`config.mk`:
```
export PLATFORM = sky130hd
export DESIGN_NAME = voted_threshold_crossing_detector_flat
export DESIGN_NICKNAME = d
export VERILOG_FILES = /design/src/rtl/core/vtcd_pkg.sv /design/src/rtl/core/vtcd_in_if.sv /design/src/rtl/core/vtcd_out_if.sv /design/src/rtl/core/vtcd_ctrl.sv /design/src/rtl/core/vtcd_dp.sv /design/src/rtl/core/voted_threshold_crossing_detector.sv /design/src/flat_wrapper.sv
export SDC_FILE = /design/constraint.sdc
export NUM_CORES = 1
export LEC_CHECK = 0
export ABC_AREA = 1
export ABC_CLOCK_PERIOD_IN_PS = 18060
export BUFFER_PORTS_ARGS = -buffer_cell sky130_fd_sc_hd__buf_4
export CAP_MARGIN = 20
export CORE_MARGIN = 10
export CORE_UTILIZATION = 45
export CTS_CLUSTER_SIZE = 8
export DETAILED_ROUTE_END_ITERATION = 10
export PLACE_DENSITY = 0.58
export SETUP_SLACK_MARGIN = 0.4
export SLEW_MARGIN = 20
export SYNTH_ARGS = -nofsm -noshare
export SYNTH_HDL_FRONTEND = slang
export SYNTH_HIERARCHICAL = 1
export SYNTH_SLANG_ARGS = --single-unit
```
`constraint.sdc`:
```
create_clock -name clk -period 18.06 [get_ports clk]
set_clock_uncertainty 0.05 [all_clocks]
set_input_delay 1.806 -clock clk [delete_from_list [all_inputs] [get_ports clk]]
set_output_delay 1.806 -clock clk [all_outputs]
set_load 0.02 [all_outputs]
```
`src/rtl/core/vtcd_pkg.sv`:
```
`timescale 1ns / 1ps
// ----------------------------------------------------------------------------
// Voted threshold crossing detector package
// Shared constants, register indexes and control types.
// ----------------------------------------------------------------------------
package vtcd_pkg;

  localparam int DEF_PAST_SPAN   = 8;
  localparam int DEF_FUTURE_SPAN = 8;
  localparam int DEF_SAMPLE_BITS = 16;

  localparam int CFG_IDX_W  = 3;
  localparam int CFG_DATA_W = 16;
  localparam int REQ_W      = 4;
  localparam int MODE_W     = 2;

  localparam logic [CFG_IDX_W-1:0] REG_THRESHOLD       = 3'd0;
  localparam logic [CFG_IDX_W-1:0] REG_DIRECTION_MODE  = 3'd1;
  localparam logic [CFG_IDX_W-1:0] REG_PAST_REQUIRED   = 3'd2;
  localparam logic [CFG_IDX_W-1:0] REG_FUTURE_REQUIRED = 3'd3;
  localparam logic [CFG_IDX_W-1:0] REG_JUMP_LIMIT      = 3'd4;
  localparam logic [CFG_IDX_W-1:0] REG_PULSE_LENGTH    = 3'd5;
  localparam logic [CFG_IDX_W-1:0] REG_TIMEOUT_LENGTH  = 3'd6;

  localparam logic [CFG_DATA_W-1:0] RST_THRESHOLD      = 16'd0;
  localparam logic [MODE_W-1:0]     RST_DIRECTION_MODE = 2'd1;
  localparam logic [REQ_W-1:0]      RST_REQUIRED       = 4'd0;
  localparam logic [CFG_DATA_W-1:0] RST_JUMP_LIMIT     = 16'hFFFF;
  localparam logic [CFG_DATA_W-1:0] RST_PULSE_LENGTH   = 16'd150;
  localparam logic [CFG_DATA_W-1:0] RST_TIMEOUT_LENGTH = 16'd30000;

  localparam logic [CFG_DATA_W-1:0] JUMP_NO_LIMIT = 16'hFFFF;

  typedef struct packed {
    logic shift;
    logic compare;
    logic decide;
  } vtcd_cmd_t;

endpackage

```
`src/rtl/core/vtcd_in_if.sv`:
```
`timescale 1ns / 1ps
// ----------------------------------------------------------------------------
// Sample input channel
// Valid/ready channel that carries one signed sample per item.
// ----------------------------------------------------------------------------
interface vtcd_in_if import vtcd_pkg::*; #(
  parameter int SAMPLE_BITS = DEF_SAMPLE_BITS
);
  logic                          valid;
  logic                          ready;
  logic signed [SAMPLE_BITS-1:0] sample;

  modport source (output valid, output sample, input ready);
  modport sink   (input valid, input sample, output ready);
endinterface

```
`src/rtl/core/vtcd_out_if.sv`:
```
`timescale 1ns / 1ps
// ----------------------------------------------------------------------------
// Judgement result channel
// Valid/ready channel that carries one judgement per item.
// ----------------------------------------------------------------------------
interface vtcd_out_if import vtcd_pkg::*; #(
  parameter int SAMPLE_BITS = DEF_SAMPLE_BITS
);
  logic                          valid;
  logic                          ready;
  logic                          judged_valid;
  logic                          pulse_start;
  logic                          pulse_end;
  logic signed [SAMPLE_BITS-1:0] level;

  modport source (output valid, output judged_valid, output pulse_start,
                  output pulse_end, output level, input ready);
  modport sink   (input valid, input judged_valid, input pulse_start,
                  input pulse_end, input level, output ready);
endinterface

```
`src/rtl/core/vtcd_ctrl.sv`:
```
`timescale 1ns / 1ps
// ----------------------------------------------------------------------------
// Detector controller
// Sequences shift, compare and decide steps and owns the output valid.
// ----------------------------------------------------------------------------
module vtcd_ctrl import vtcd_pkg::*; (
  input  logic      clk,
  input  logic      rst_n,
  input  logic      in_valid,
  output logic      in_ready,
  output logic      out_valid,
  input  logic      out_ready,
  output vtcd_cmd_t cmd
);

  localparam logic [1:0] S_IDLE = 2'd0;
  localparam logic [1:0] S_CMP  = 2'd1;
  localparam logic [1:0] S_DEC  = 2'd2;

  logic [1:0] state_r, state_nxt;
  logic       out_valid_r, out_valid_nxt;

  always_comb begin
    cmd.shift   = in_valid && (state_r == S_IDLE);
    cmd.compare = (state_r == S_CMP);
    cmd.decide  = (state_r == S_DEC) && (!out_valid_r || out_ready);
    state_nxt   = state_r;
    case (state_r)
      S_IDLE: begin
        if (cmd.shift) begin
          state_nxt = S_CMP;
        end
      end
      S_CMP: begin
        state_nxt = S_DEC;
      end
      S_DEC: begin
        if (cmd.decide) begin
          state_nxt = S_IDLE;
        end
      end
      default: begin
        state_nxt = S_IDLE;
      end
    endcase
    if (cmd.decide) begin
      out_valid_nxt = 1'b1;
    end else if (out_ready) begin
      out_valid_nxt = 1'b0;
    end else begin
      out_valid_nxt = out_valid_r;
    end
  end

  always_ff @(posedge clk) begin
    if (!rst_n) begin
      state_r     <= S_IDLE;
      out_valid_r <= 1'b0;
    end else begin
      state_r     <= state_nxt;
      out_valid_r <= out_valid_nxt;
    end
  end

  assign in_ready  = (state_r == S_IDLE);
  assign out_valid = out_valid_r;

  // A result is never written over one that has not been taken.
  a_no_overwrite: assert property (@(posedge clk) disable iff (!rst_n)
    cmd.decide |-> (!out_valid_r || out_ready))
    else $error("result overwritten before it was taken");

  // An accepted item always moves on to the compare step.
  a_accept_to_cmp: assert property (@(posedge clk) disable iff (!rst_n)
    (in_valid && in_ready) |=> (state_r == S_CMP))
    else $error("accepted item did not reach compare step");

endmodule

```
`src/rtl/core/vtcd_dp.sv`:
```
`timescale 1ns / 1ps
// ----------------------------------------------------------------------------
// Detector datapath
// Sample window, configuration, threshold compares, votes and timers.
// ----------------------------------------------------------------------------
module vtcd_dp import vtcd_pkg::*; #(
  parameter int PAST_SPAN   = DEF_PAST_SPAN,
  parameter int FUTURE_SPAN = DEF_FUTURE_SPAN,
  parameter int SAMPLE_BITS = DEF_SAMPLE_BITS
) (
  input  logic                          clk,
  input  logic                          rst_n,
  input  vtcd_cmd_t                     cmd,
  input  logic                          cfg_we,
  input  logic [CFG_IDX_W-1:0]          cfg_index,
  input  logic [CFG_DATA_W-1:0]         cfg_wdata,
  input  logic signed [SAMPLE_BITS-1:0] in_sample,
  output logic                          judged_valid,
  output logic                          pulse_start,
  output logic                          pulse_end,
  output logic signed [SAMPLE_BITS-1:0] level
);

  localparam int WIN_LEN   = PAST_SPAN + FUTURE_SPAN + 2;
  localparam int JUDGE_POS = PAST_SPAN + 1;
  localparam int FILL_W    = $clog2(WIN_LEN + 1);
  localparam int CW        = (SAMPLE_BITS > CFG_DATA_W) ? SAMPLE_BITS : CFG_DATA_W;
  localparam int DW        = SAMPLE_BITS + 1;
  localparam int JW        = (DW > CFG_DATA_W) ? DW : CFG_DATA_W;
  localparam int VW        = (FILL_W > REQ_W) ? FILL_W : REQ_W;

  logic signed [CFG_DATA_W-1:0]  thr_r;
  logic [MODE_W-1:0]             mode_r;
  logic [REQ_W-1:0]              past_req_r;
  logic [REQ_W-1:0]              fut_req_r;
  logic [CFG_DATA_W-1:0]         jump_r;
  logic [CFG_DATA_W-1:0]         plen_r;
  logic [CFG_DATA_W-1:0]         tout_r;

  logic signed [SAMPLE_BITS-1:0] window_r [WIN_LEN];
  logic [FILL_W-1:0]             fill_r;

  logic [WIN_LEN-1:0]            lt_r, lt_c;
  logic [WIN_LEN-1:0]            gt_r, gt_c;
  logic                          jump_ok_r, jump_ok_c;
  logic                          full_r;
  logic signed [SAMPLE_BITS-1:0] cur_r;

  logic [CFG_DATA_W-1:0]         wait_r, wait_nxt;
  logic [CFG_DATA_W-1:0]         rem_r, rem_nxt;
  logic                          active_r, active_nxt;

  logic                          judged_r, start_r, end_r;
  logic signed [SAMPLE_BITS-1:0] level_r;

  logic                          fire_c, end_c;

  always_ff @(posedge clk) begin
    if (!rst_n) begin
      thr_r      <= RST_THRESHOLD;
      mode_r     <= RST_DIRECTION_MODE;
      past_req_r <= RST_REQUIRED;
      fut_req_r  <= RST_REQUIRED;
      jump_r     <= RST_JUMP_LIMIT;
      plen_r     <= RST_PULSE_LENGTH;
      tout_r     <= RST_TIMEOUT_LENGTH;
    end else if (cfg_we) begin
      case (cfg_index)
        REG_THRESHOLD:       thr_r      <= cfg_wdata;
        REG_DIRECTION_MODE:  mode_r     <= cfg_wdata[MODE_W-1:0];
        REG_PAST_REQUIRED:   past_req_r <= cfg_wdata[REQ_W-1:0];
        REG_FUTURE_REQUIRED: fut_req_r  <= cfg_wdata[REQ_W-1:0];
        REG_JUMP_LIMIT:      jump_r     <= cfg_wdata;
        REG_PULSE_LENGTH:    plen_r     <= cfg_wdata;
        REG_TIMEOUT_LENGTH:  tout_r     <= cfg_wdata;
        default: begin
        end
      endcase
    end
  end

  always_ff @(posedge clk) begin
    if (cmd.shift) begin
      for (int i = 0; i < WIN_LEN - 1; i++) begin
        window_r[i] <= window_r[i+1];
      end
      window_r[WIN_LEN-1] <= in_sample;
    end
  end

  always_ff @(posedge clk) begin
    if (!rst_n) begin
      fill_r <= '0;
    end else if (cmd.shift && (fill_r != FILL_W'(WIN_LEN))) begin
      fill_r <= fill_r + 1'b1;
    end
  end

  always_comb begin
    logic signed [CW-1:0] thr_ext;
    logic signed [CW-1:0] x;
    logic signed [DW-1:0] step;
    logic [DW-1:0]        mag;
    thr_ext = CW'(thr_r);
    for (int i = 0; i < WIN_LEN; i++) begin
      x       = CW'(window_r[i]);
      lt_c[i] = (x < thr_ext);
      gt_c[i] = (x > thr_ext);
    end
    step      = DW'(window_r[JUDGE_POS]) - DW'(window_r[JUDGE_POS-1]);
    mag       = (step < 0) ? DW'(-step) : DW'(step);
    jump_ok_c = (jump_r == JUMP_NO_LIMIT) || (JW'(mag) <= JW'(jump_r));
  end

  always_ff @(posedge clk) begin
    if (cmd.compare) begin
      lt_r      <= lt_c;
      gt_r      <= gt_c;
      jump_ok_r <= jump_ok_c;
      full_r    <= (fill_r == FILL_W'(WIN_LEN));
      cur_r     <= window_r[JUDGE_POS];
    end
  end

  always_comb begin
    logic [VW-1:0]         past_rise, past_fall, fut_rise, fut_fall;
    logic                  rise, fall;
    logic [CFG_DATA_W-1:0] wait_dec;
    past_rise = '0;
    past_fall = '0;
    fut_rise  = '0;
    fut_fall  = '0;
    for (int i = 0; i < PAST_SPAN; i++) begin
      past_rise = past_rise + VW'(lt_r[i]);
      past_fall = past_fall + VW'(gt_r[i]);
    end
    for (int i = JUDGE_POS + 1; i < WIN_LEN; i++) begin
      fut_rise = fut_rise + VW'(!lt_r[i]);
      fut_fall = fut_fall + VW'(!gt_r[i]);
    end
    rise = lt_r[JUDGE_POS-1] && !lt_r[JUDGE_POS] && jump_ok_r
           && (past_rise >= VW'(past_req_r)) && (fut_rise >= VW'(fut_req_r));
    fall = gt_r[JUDGE_POS-1] && !gt_r[JUDGE_POS] && jump_ok_r
           && (past_fall >= VW'(past_req_r)) && (fut_fall >= VW'(fut_req_r));
    wait_dec = (wait_r != '0) ? (wait_r - 1'b1) : '0;
    fire_c   = full_r && (wait_dec == '0) && ((mode_r[0] && rise) || (mode_r[1] && fall));
    end_c      = 1'b0;
    wait_nxt   = wait_r;
    rem_nxt    = rem_r;
    active_nxt = active_r;
    if (full_r) begin
      wait_nxt = wait_dec;
      if (fire_c) begin
        wait_nxt   = tout_r;
        rem_nxt    = plen_r;
        active_nxt = 1'b1;
      end else if (active_r) begin
        if (rem_r > CFG_DATA_W'(1)) begin
          rem_nxt = rem_r - 1'b1;
        end else begin
          rem_nxt    = '0;
          active_nxt = 1'b0;
          end_c      = 1'b1;
        end
      end
    end
  end

  always_ff @(posedge clk) begin
    if (!rst_n) begin
      wait_r   <= '0;
      rem_r    <= '0;
      active_r <= 1'b0;
      judged_r <= 1'b0;
      start_r  <= 1'b0;
      end_r    <= 1'b0;
      level_r  <= '0;
    end else if (cmd.decide) begin
      wait_r   <= wait_nxt;
      rem_r    <= rem_nxt;
      active_r <= active_nxt;
      judged_r <= full_r;
      start_r  <= fire_c;
      end_r    <= end_c;
      level_r  <= full_r ? cur_r : '0;
    end
  end

  assign judged_valid = judged_r;
  assign pulse_start  = start_r;
  assign pulse_end    = end_r;
  assign level        = level_r;

  // An idle pulse holds no remaining count.
  a_idle_pulse_clear: assert property (@(posedge clk) disable iff (!rst_n)
    !active_r |-> (rem_r == '0))
    else $error("remaining count left behind by an idle pulse");

  // A result from an unfilled window carries nothing.
  a_unjudged_quiet: assert property (@(posedge clk) disable iff (!rst_n)
    !judged_r |-> (!start_r && !end_r && (level_r == '0)))
    else $error("unjudged result carries data");

  // A firing arms the re-enable timer with the timeout.
  a_fire_arms_timer: assert property (@(posedge clk) disable iff (!rst_n)
    (cmd.decide && fire_c) |=> (wait_r == $past(tout_r)) && active_r)
    else $error("firing did not arm the timers");

endmodule

```
`src/rtl/core/voted_threshold_crossing_detector.sv`:
```
`timescale 1ns / 1ps
// ----------------------------------------------------------------------------
// Voted threshold crossing detector
// Judges each sample against a threshold with window votes and timers.
// ----------------------------------------------------------------------------
// Each sample goes through a shift step into the window, a compare step
// that registers the parallel threshold compares and the jump check, and
// a decide step that counts the votes, runs the pulse and timeout counters
// and loads the result register, waiting while the output register holds
// a result not yet taken. A new item is accepted while the previous result
// still waits in the output register. Results come one per item; until
// the window holds PAST_SPAN + FUTURE_SPAN + 2 samples, judged_valid is low.
module voted_threshold_crossing_detector import vtcd_pkg::*; #(
  parameter int PAST_SPAN   = DEF_PAST_SPAN,
  parameter int FUTURE_SPAN = DEF_FUTURE_SPAN,
  parameter int SAMPLE_BITS = DEF_SAMPLE_BITS
) (
  input  logic                  clk,
  input  logic                  rst_n,
  vtcd_in_if.sink               in_chan,
  vtcd_out_if.source            out_chan,
  input  logic                  cfg_we,
  input  logic [CFG_IDX_W-1:0]  cfg_index,
  input  logic [CFG_DATA_W-1:0] cfg_wdata
);

  vtcd_cmd_t cmd;

  vtcd_ctrl u_ctrl (
    .clk       (clk),
    .rst_n     (rst_n),
    .in_valid  (in_chan.valid),
    .in_ready  (in_chan.ready),
    .out_valid (out_chan.valid),
    .out_ready (out_chan.ready),
    .cmd       (cmd)
  );

  vtcd_dp #(
    .PAST_SPAN   (PAST_SPAN),
    .FUTURE_SPAN (FUTURE_SPAN),
    .SAMPLE_BITS (SAMPLE_BITS)
  ) u_dp (
    .clk          (clk),
    .rst_n        (rst_n),
    .cmd          (cmd),
    .cfg_we       (cfg_we),
    .cfg_index    (cfg_index),
    .cfg_wdata    (cfg_wdata),
    .in_sample    (in_chan.sample),
    .judged_valid (out_chan.judged_valid),
    .pulse_start  (out_chan.pulse_start),
    .pulse_end    (out_chan.pulse_end),
    .level        (out_chan.level)
  );

endmodule
```
`src/flat_wrapper.sv`:
```
// flat-port wrapper written by rule: the top's interface ports become plain ports
module voted_threshold_crossing_detector_flat import vtcd_pkg::*;
#(
  parameter int PAST_SPAN   = DEF_PAST_SPAN,
  parameter int FUTURE_SPAN = DEF_FUTURE_SPAN,
  parameter int SAMPLE_BITS = DEF_SAMPLE_BITS
)
  (clk, rst_n, cfg_we, cfg_index, cfg_wdata, in_chan_valid, in_chan_sample, in_chan_ready, out_chan_valid, out_chan_judged_valid, out_chan_pulse_start, out_chan_pulse_end, out_chan_level, out_chan_ready);
  vtcd_in_if #(.SAMPLE_BITS(SAMPLE_BITS)) in_chan_i ();
  vtcd_out_if #(.SAMPLE_BITS(SAMPLE_BITS)) out_chan_i ();
  input  logic clk;
  input  logic rst_n;
  input  logic cfg_we;
  input  logic [CFG_IDX_W-1:0] cfg_index;
  input  logic [CFG_DATA_W-1:0] cfg_wdata;
  input wire logic [$bits(in_chan_i.valid)-1:0] in_chan_valid;
  input wire logic [$bits(in_chan_i.sample)-1:0] in_chan_sample;
  output wire logic [$bits(in_chan_i.ready)-1:0] in_chan_ready;
  output wire logic [$bits(out_chan_i.valid)-1:0] out_chan_valid;
  output wire logic [$bits(out_chan_i.judged_valid)-1:0] out_chan_judged_valid;
  output wire logic [$bits(out_chan_i.pulse_start)-1:0] out_chan_pulse_start;
  output wire logic [$bits(out_chan_i.pulse_end)-1:0] out_chan_pulse_end;
  output wire logic [$bits(out_chan_i.level)-1:0] out_chan_level;
  input wire logic [$bits(out_chan_i.ready)-1:0] out_chan_ready;
  assign in_chan_i.valid = in_chan_valid;
  assign in_chan_i.sample = in_chan_sample;
  assign in_chan_ready = in_chan_i.ready;
  assign out_chan_valid = out_chan_i.valid;
  assign out_chan_judged_valid = out_chan_i.judged_valid;
  assign out_chan_pulse_start = out_chan_i.pulse_start;
  assign out_chan_pulse_end = out_chan_i.pulse_end;
  assign out_chan_level = out_chan_i.level;
  assign out_chan_i.ready = out_chan_ready;
  voted_threshold_crossing_detector #(.PAST_SPAN(PAST_SPAN), .FUTURE_SPAN(FUTURE_SPAN), .SAMPLE_BITS(SAMPLE_BITS)) u_core (.clk(clk), .rst_n(rst_n), .in_chan(in_chan_i), .out_chan(out_chan_i), .cfg_we(cfg_we), .cfg_index(cfg_index), .cfg_wdata(cfg_wdata));
endmodule
```
==> Word level (Yosys, flattened, before mapping) <==
Memory sizes are Yosys's and may differ from the RTL's.
Index checks and enable logic that the tools add are counted.
{ "word_totals": {"register_bits": 188, "latchBits": 0, "mem_bits_rw": 288, "rom_bits": 0, "input_bits": 40, "out_inout_bits": 21, "elab_cells": 186, "n_memories": 1} }
{ "mem_list": {"columns": ["memory", "depth", "word_bits", "read_ports", "rd_ports_with_merged_regs", "write_ports", "line", "text"], "rows": [
  ["u_core.u_dp.window_r", 18, 16, 18, 0, 18, "vtcd_dp.sv:40", "logic signed [SAMPLE_BITS-1:0] window_r [WIN_LEN];"]
]} }
{ "classes": {"addsub": 33, "mul": 0, "div": 0, "order_cmp": 43, "eq_ne": 13, "n_shift": 0, "muxes": 21, "n_bitwise": 0, "reduce_logical": 53} }
{ "op_table": {"columns": ["cell", "count"], "rows": [
  ["$gt 16x16->1", 18],
  ["$lt 16x16->1", 18],
  ["$mux 16", 6],
  ["$add 5x1->5", 12],
  ["$sub 16x1->16 const B", 2],
  ["$add 4x1->5", 4],
  ["$ge 5x4->1", 4],
  ["$logic_not 1->1", 19],
  ["$reduce_and 2->1", 9],
  ["$le 17x16->1", 1],
  ["$lt 17x1->1 const B", 1],
  ["$mux 17", 1],
  ["$neg 17->17", 1],
  ["$sub 16x16->17", 1],
  ["$add 3x1->4", 4],
  ["$eq 16x16->1 const B", 1],
  ["$gt 16x1->1 const B", 1],
  ["$logic_not 16->1", 1],
  ["$reduce_bool 16->1", 1],
  ["$logic_and 1x1->1", 15],
  ["$add 2x1->3", 4],
  ["$mux 1", 11],
  ["$eq 3x3->1 const B", 3],
  ["$add 1x1->2", 4],
  ["15 further kinds", 21]
]} }

==> Longest topological paths before layout <==
Gate-level depths: netlist of run 1.
{ "logic_depth": {"depth_word": 15, "depth_mapped": 32, "depth_no_buf": 31} }

==> Modules after synthesis <==
Netlist of run 1, hierarchy kept.
{ "by_module_without_submodules": {"columns": ["mod", "n_inst", "cells_per_inst", "area_each_um2", "seq_area_each_um2"], "rows": [
  ["vtcd_dp", 1, 2642, 25948.6, 12892.4],
  ["vtcd_ctrl", 1, 22, 165.2, 60.1]
]} }

==> Least setup slack after synthesis of run 1 <==
OpenSTA, ideal clock, no wires.
{ "synth_timing": {"path_type": "input to register", "start": "input port in_chan_valid", "end": "register u_core.u_dp.fill_r[4]", "setup_time_ns": 0.119, "t_arrival_ns": 15.823, "required_ns": 17.891, "setup_slack_ns": 2.068, "stages": 7, "path_cell_list": "inv_1 -> nor2_1 -> nand2_1 -> nor3_1 -> nand2_1 -> o21ai_0 -> a21oi_1"} }
{ "synth_rtl": {"columns": ["element", "line", "text"], "rows": [
  ["start: declaration", "flat_wrapper.sv:16", "input wire logic [$bits(in_chan_i.valid)-1:0] in_chan_valid;"],
  ["end signal: assignment", "vtcd_dp.sv:95", "fill_r <= fill_r + 1'b1;"],
  ["end: declaration", "vtcd_dp.sv:41", "logic [FILL_W-1:0] fill_r;"]
]} }

==> Worst setup path after layout of run 1 <==
{ "layout_timing": {"start": "register u_core.u_dp.lt_r[10]", "end": "register u_core.u_dp.rem_r[3]"} }
{ "layout_between": {"elab_chain_len": 15, "elab_cells_between_ends": 16} }
{ "layout_rtl": {"columns": ["element", "line", "text"], "rows": [
  ["start: declaration", "vtcd_dp.sv:43", "logic [WIN_LEN-1:0] lt_r, lt_c;"],
  ["start signal: assignment", "vtcd_dp.sv:117", "lt_r <= lt_c;"],
  ["$logic_not 1->1 *", "vtcd_dp.sv:138", "fut_rise = fut_rise + VW'(!lt_r[i]);"],
  ["$add 1x1->2 *", "vtcd_dp.sv:138", null],
  ["$add 2x1->3 *", "vtcd_dp.sv:138", null],
  ["$add 3x1->4 *", "vtcd_dp.sv:138", null],
  ["$add 4x1->5 *", "vtcd_dp.sv:138", null],
  ["$add 5x1->5 * (3 in series)", "vtcd_dp.sv:138", null],
  ["$ge 5x4->1 *", "vtcd_dp.sv:142", "&& (past_rise >= VW'(past_req_r)) && (fut_rise >= VW'(fut_req_r));"],
  ["$logic_and 1x1->1 *", "vtcd_dp.sv:142", null],
  ["$logic_and 1x1->1 *", "vtcd_dp.sv:146", "fire_c = full_r && (wait_dec == '0) && ((mode_r[0] && rise) || (mode_r[1] && fall));"],
  ["$logic_or 1x1->1 *", "vtcd_dp.sv:146", null],
  ["$logic_and 1x1->1 *", "vtcd_dp.sv:146", null],
  ["$reduce_bool 2->1 (no line)", null, null],
  ["$reduce_and 3->1 (no line)", null, null],
  ["end signal: assignment", "vtcd_dp.sv:180", "rem_r <= rem_nxt;"],
  ["end: declaration", "vtcd_dp.sv:50", "logic [CFG_DATA_W-1:0] rem_r, rem_nxt;"]
]} }
Every way passes the cells marked *; elsewhere a longest branch is shown, timed or not.
A chain may end at the register's enable or synchronous reset.

==> impl_metrics.yaml, run 1 <==
run_status:
  status: "complete, no violations"
layout:
  antenna_cells: 0
  drive_above_1_share: 0.06617
  multi_input_area_um2: 11650
  layout_common_cells: "462 x nand2_1, 354 x ha_1, 342 x edfxtp_1, 337 x inv_1, 223 x nor2_1"
  nFillCells: 5215
  final_nets: 3180
  final_common_cell: "nand2_1"
  final_area_um2: 29480
  area_growth_pct: 12.87
  seq_area_um2: 12950
synthesis:
  synthArstFlopShare: 0
  yosysWarnings: 6
  syn_inst: 2664
  yosys.area.top_type_share: 0.3933
  synth_area_um2: 26110
  syn-num-nets: 3075
  synth-main-ff-cell: "edfxtp_1"
  synth-seq-area-share: 0.4960
  synth_seq_cells: 476
  synth_edf_count: 342
  synth_top_area_cell: "edfxtp_1"
  yosys-top-cells-area: "edfxtp_1 39%, ha_1 17%, dfxtp_1 10%"
  avgSynthCellArea_um2: 9.802
  yosys.cell_types.count: 49
grt:
  grt_pass1_vias: 18850
  antenna_found_initial: 0
  grt_pass1_wl_um: 101900
  grtUsageTotal: 0.1889
  grt_overflow: 0
  grt_start_max_net_pins: 195
setup_path:
  path_class: "flip-flop to flip-flop"
  cp.arrival_ns: 6.04
  critical_path_required_ns: 18.50
  crit_path_end_kind: "flip-flop"
  crit_path_max_fanout: 32
  critPathMaxStageDelay_ns: 0.73
  crit_path_top_delay_cell: "nand3_2"
  crit_path_start_kind: "flip-flop"
  crit_chain: "fa_1, inv_1, fa_1, fa_1, ha_1, fa_1, xor2_1, ha_1, nand2_1, nand2_1, a21oi_1, nand3_1, nand3_1, a21oi_4, nand3_2, nand2_1, nand2_1, nor2_1, nor2_1"
power_and_ir_drop:
  seqPwrFrac: 0.432
  p_switching_w: 0.0008397
  p_leak_nw: 12.85
  clkPwrFrac: 0.399
  vdd_drop_max_uv: 64.71
  p_per_area_nw_per_um2: 101.6
  p_int_w: 0.002155
  power_w: 0.002994
  power_frac_comb: 0.169
  netSwitchingFraction: 0.2804
floorplan:
  dieHeight_um: 260.9
  coreArea_um2: 57590
  start_util: 0.4535
  rows: 88
  die_w_um: 260.9
  dieArea_um2: 68070
  num_io_pins: 61
clocking:
  numCtsBuffers: 70
  worst_skew_pair.late_latency_ns: 0.60
  cts.sinks: 476
  cts_setup_buffers: 0
  htree_levels: 3
  cts_resized: 0
  ctsHoldBuffers: 0
  clk_path_buf_depth: 3
  cts_tree: "done"
  root_buffer: "clkbuf_16"
  clk_pin_slew_ns: 0.05
detailed_routing:
  routedWlPerCell_um: 18.01
  routed_wl_um: 64150
  num_vias: 19010
  drc: 0
  drt_iter0_markers: 1248
  drt_first_pass_iters: 5
  ant_nets: 0
  via_per_inst: 5.338
timing:
  hold_viol: 0
  setup_viol: 0
  finalCriticalPeriod_ns: 5.599
  rsz0062_at_grt: "false"
  relSlewSlack: 0.3157
  tightestPinTransition_ns: 1.026
  finalMaxSlewViolations: 0
  timing.fmax_ghz: 0.1786
  fin_crit_sh: 0.3100
  fin_setup_tns_ns: 0
placement:
  dp.final_hpwl_um: 44990
  post_dp_cell_area_um2: 27480
  place_congestion: 0.8369
  portBuffers: 60
worst_hold_path:
  hold_path_class: "flip-flop to flip-flop"
job:
  maxCapViolCount: 0
-- path summary, 6_finish.rpt --
kind,startpoint,slack [ns],cells after the start,to
min,u_core/u_dp/window_r[2][0],0.40,0,u_core/u_dp/window_r[1][0]
max,u_core/u_dp/lt_r[10],12.46,19,u_core/u_dp/rem_r[3]
max reg2reg,u_core/u_dp/lt_r[10],12.46,19,u_core/u_dp/rem_r[3]
min reg2reg,u_core/u_dp/window_r[2][0],0.40,0,u_core/u_dp/window_r[1][0]
-- per-stage QoR --
step	cells	worst slack, ns	hold slack [ns]	util
floorplan	2664	2.068	0.3764	-
global placement	3461	12.60	0.3897	0.4772
detailed placement	3461	12.48	0.3858	0.4772
CTS	3560	12.47	0.3974	0.5114
global route	3561	12.08	0.4120	0.5119
finish	3561	12.46	0.4004	0.5119
-- synthesized netlist by cell type (all sizes together) (3+ instances only) --
library cell	n
nand2	464
ha	354
edfxtp	342
inv	342
nor2	232
a21oi	213
dfxtp	134
nand3	129
o21ai	125
nand4	78
xor2	34
clkbuf	30
nor3	24
o211ai	22
buf	20
o21bai	18
fa	17
nor4	16
a221oi	11
nor3b	10
o21a	10
nand3b	6
xnor2	6
a21o	5
a211oi	3
a21boi	3
clkinv	3
or2	3
-- worst max-delay path, delay by kind of cell (launching register included) --
family          cells  cell delay, ns
simple gates        9            1.64
compound gates      2            0.76
flops               1            0.39
xor+xnor            1            0.17
fa+ha+maj           6            2.42
buf+inv             1            0.05
-- layer usage --
metal	wire length, um	vias up	track usage
met1	28420	9075	0.2375
met4	1744	0	0.06443
met5	0	-	0
met3	2847	115	0.02840
met2	31140	378	0.3262
li1	-	9442	-
-- flip-flops by register name (all words and copies together), names as in the netlist, 2 cells and up --
signal,flops
u_core/u_ctrl/state_r,2
u_core/u_dp/cur_r,16
u_core/u_dp/fill_r,5
u_core/u_dp/fut_req_r,4
u_core/u_dp/gt_r,18
u_core/u_dp/jump_r,16
u_core/u_dp/level,16
u_core/u_dp/lt_r,18
u_core/u_dp/mode_r,2
u_core/u_dp/past_req_r,4
u_core/u_dp/plen_r,16
u_core/u_dp/rem_r,16
u_core/u_dp/thr_r,16
u_core/u_dp/tout_r,16
u_core/u_dp/wait_r,16
u_core/u_dp/window_r,288
-- cell families after synthesis --
family / after synthesis / synth area share
AOI/OAI and AO/OA: 417 / 0.08878
buffers and inverters: 395 / 0.05826
DFF: 476 / 0.4960
and+or+nand+nor: 965 / 0.1609
adders and majority gates: 371 / 0.1826
xor gates and xnor gates: 40 / 0.01342
-- cell type report --
| class | count | share of cell area |
|---|---|---|
| Timing Repair Buffer | 83 | 0.02224 |
| Clock buffer | 92 | 0.06329 |
| Sequential cell | 476 | 0.4394 |
| Multi-Input combinational cell | 1793 | 0.3952 |
| Clock inverter | 7 | 0.003481 |
| Inverter | 345 | 0.04393 |
| Tap cell | 765 | 0.03247 |
-- power by group through the flow --
| stage | clock [W] | sequential [W] | combinational [W] |
|---|---|---|---|
| 5_1_grt | 0.00127 | 0.00130 | 0.000586 |
| 6_report | 0.00119 | 0.00129 | 0.000506 |
| 2_1_floorplan | 0 | 0.00132 | 0.000375 |
| 3_5_place_dp | 0 | 0.00131 | 0.000504 |
| 3_3_place_gp | 0 | 0.00131 | 0.000481 |
| 4_1_cts | 0.00123 | 0.00129 | 0.000507 |
No activity file was read; power rests on OpenSTA's default activity.
==> run 2: changes to the inputs <==
--- a/config.mk
+++ b/config.mk
@@ -6,7 +6,7 @@
 export NUM_CORES = 1
 export LEC_CHECK = 0
 export ABC_AREA = 1
-export ABC_CLOCK_PERIOD_IN_PS = 18060
+export ABC_CLOCK_PERIOD_IN_PS = 5490
 export BUFFER_PORTS_ARGS = -buffer_cell sky130_fd_sc_hd__buf_4
 export CAP_MARGIN = 20
 export CORE_MARGIN = 10
==> constraint.sdc (replaced) <==
create_clock -name clk -period 5.49 [get_ports clk]
set_clock_uncertainty 0.05 [all_clocks]
set_input_delay 0.549 -clock clk [delete_from_list [all_inputs] [get_ports clk]]
set_output_delay 0.549 -clock clk [all_outputs]
set_load 0.02 [all_outputs]
==> run 2 against run 1 <==
Combinational power increased to 3.3 times the previous value; first-iteration DRC count shrank 3.4%; routed wire length grew 2.3%; fmax up 17%; critical endpoint is now u_core/u_dp/rem_r[11]; largest cell class unchanged.
==> impl_metrics.yaml, run 2 (synthesized netlist as in run 1, its figures left out) <==
clocking:
  ctsHoldBuffers: 0
  clk_path_buf_depth: 3
  cts_tree: "done"
  worst_skew_pair.late_latency_ns: 0.60
  numCtsBuffers: 69
  htree_levels: 3
  root_buffer: "clkbuf_16"
  clk_pin_slew_ns: 0.05
  cts.sinks: 476
run_status:
  status: "complete, no violations"
power_and_ir_drop:
  vdd_drop_max_uv: 199.4
  clkPwrFrac: 0.392
  power_w: 0.009797
  netSwitchingFraction: 0.2782
  p_int_w: 0.007071
  power_frac_comb: 0.173
  p_leak_nw: 12.84
  p_per_area_nw_per_um2: 332.7
  p_switching_w: 0.002726
  seqPwrFrac: 0.435
layout:
  seq_area_um2: 12950
  final_area_um2: 29440
  top_regs: "u_core/u_dp/window_r (288), u_core/u_dp/gt_r (18), u_core/u_dp/lt_r (18)"
  top_register: "u_core/u_dp/window_r"
  multi_input_area_um2: 11660
  nFillCells: 5185
  final_common_cell: "nand2_1"
  drive_above_1_share: 0.06710
  largest_register_ff_count: 288
  final_nets: 3181
  layout_common_cells: "462 x nand2_1, 354 x ha_1, 342 x edfxtp_1, 336 x inv_1, 222 x nor2_1"
  area_growth_pct: 12.75
  antenna_cells: 0
floorplan:
  rows: 88
  coreArea_um2: 57590
  num_io_pins: 61
  dieHeight_um: 260.9
  die_w_um: 260.9
  dieArea_um2: 68070
  start_util: 0.4535
detailed_routing:
  wl_met3_um: 2980
  routedWlPerCell_um: 18.48
  top_layer_used: "met4"
  drc: 0
  route.met2.wl_um: 31980
  via_per_inst: 5.363
  wl_met1_um: 28940
  routed_wl_um: 65650
  num_vias: 19050
  ant_nets: 0
  drt_iter0_markers: 1206
  drt_first_pass_iters: 6
setup_path:
  path_class: "flip-flop to flip-flop"
  critical_path_required_ns: 5.93
  crit_path_end_kind: "flip-flop"
  crit_chain: "fa_1, inv_1, fa_1, fa_1, ha_1, fa_1, xor2_1, ha_1, nand2_1, nand2_1, a21oi_1, nand3_1, nand3_1, a21oi_4, buf_6, nand3_2, buf_4, nand2_1, nand2_1, nor2_1, nor2_1"
  crit_path_top_delay_cell: "fa_1"
  rrSetupSlack_ns: 0.70
  crit_path_start_kind: "flip-flop"
  cp.arrival_ns: 5.23
  r2r_cells: 21
  crit_path_max_fanout: 32
  critPathMaxStageDelay_ns: 0.54
timing:
  tightestPinTransition_ns: 1.097
  timing.fmax_ghz: 0.2087
  finalMaxSlewViolations: 0
  rsz0062_at_grt: "false"
  fin_crit_sh: 0.8729
  relSlewSlack: 0.2687
  finalCriticalPeriod_ns: 4.792
  setup_slack_ns: 0.6977
  hold_viol: 0
  setup_viol: 0
placement:
  preCtsSetupSlack_ns: 0.6415
  place_congestion: 0.8551
  post_dp_cell_area_um2: 27540
  portBuffers: 60
  dp.final_hpwl_um: 46890
grt:
  antenna_found_initial: 0
  grt_pass1_vias: 19020
  grt_pass1_wl_um: 104000
  grtUsageTotal: 0.1928
  grt_start_max_net_pins: 161
  grt_overflow: 0
worst_hold_path:
  whs_path_depth: 1
  hold_path_class: "input port to flip-flop"
job:
  maxCapViolCount: 0
run 2: worst paths after layout:
| kind | from | end |
|---|---|---|
| worst min register to register | u_core/u_dp/window_r[1][9] | u_core/u_dp/window_r[0][9] |
| worst max register to register | u_core/u_dp/lt_r[10] | u_core/u_dp/rem_r[11] |
| worst max-delay path | u_core/u_dp/lt_r[10] | u_core/u_dp/rem_r[11] |
| worst min-delay path | in_chan_sample[1] | u_core/u_dp/window_r[17][1] |
run 2: layout make-up:
cell class	instances	area share
flip-flops and latches	476	0.4399
repair buffers	85	0.02265
clock inverters	3	0.001657
clock buffers	85	0.06285
inverters	345	0.04441
well taps	765	0.03251
multi-input cells	1793	0.3960
run 2: what timing repair did:
| action | CTS | global route |
|---|---|---|
| gates resized for setup | 0 | 1 |
| setup buffers | 0 | 0 |
| setup endpoints to repair | 0 | 14 |
| endpoints found under the hold margin | 0 | 0 |
run 2: power by group through the flow:
stage / registers [W] / logic (W) / clock network, W
6_report: 0.00426 / 0.00169 / 0.00384
5_1_grt: 0.00427 / 0.00196 / 0.00410
4_1_cts: 0.00426 / 0.00170 / 0.00395
3_5_place_dp: 0.00433 / 0.00169 / 0
3_3_place_gp: 0.00432 / 0.00161 / 0
2_1_floorplan: 0.00428 / 0.00123 / 0
run 2: per-layer routing:
metal,up-vias,track usage
li1,9429,-
met1,9053,0.2463
met2,449,0.3285
met3,119,0.02608
met4,0,0.06992
met5,-,0
run 2: stage by stage:
step / cells / TNS [ns] / hold WS [ns] / utilization
finish: 3552 / 0 / 0.08261 / 0.5113
global route: 3552 / 0 / 0.06350 / 0.5113
CTS: 3552 / 0 / 0.04827 / 0.5111
detailed placement: 3464 / 0 / 0.3847 / 0.4782
global placement: 3464 / 0 / 0.3871 / 0.4782
floorplan: 2664 / -2.042 / 0.3764 / -
run 2: worst max-delay path, delay by kind of cell, from the launching register on:
| kind | cells | cell delay, ns |
|---|---|---|
| flops | 1 | 0.40 |
| buf+inv | 3 | 0.53 |
| fa+ha+maj | 6 | 2.43 |
| xor+xnor | 1 | 0.17 |
| simple gates | 9 | 0.76 |
| compound gates | 2 | 0.34 |
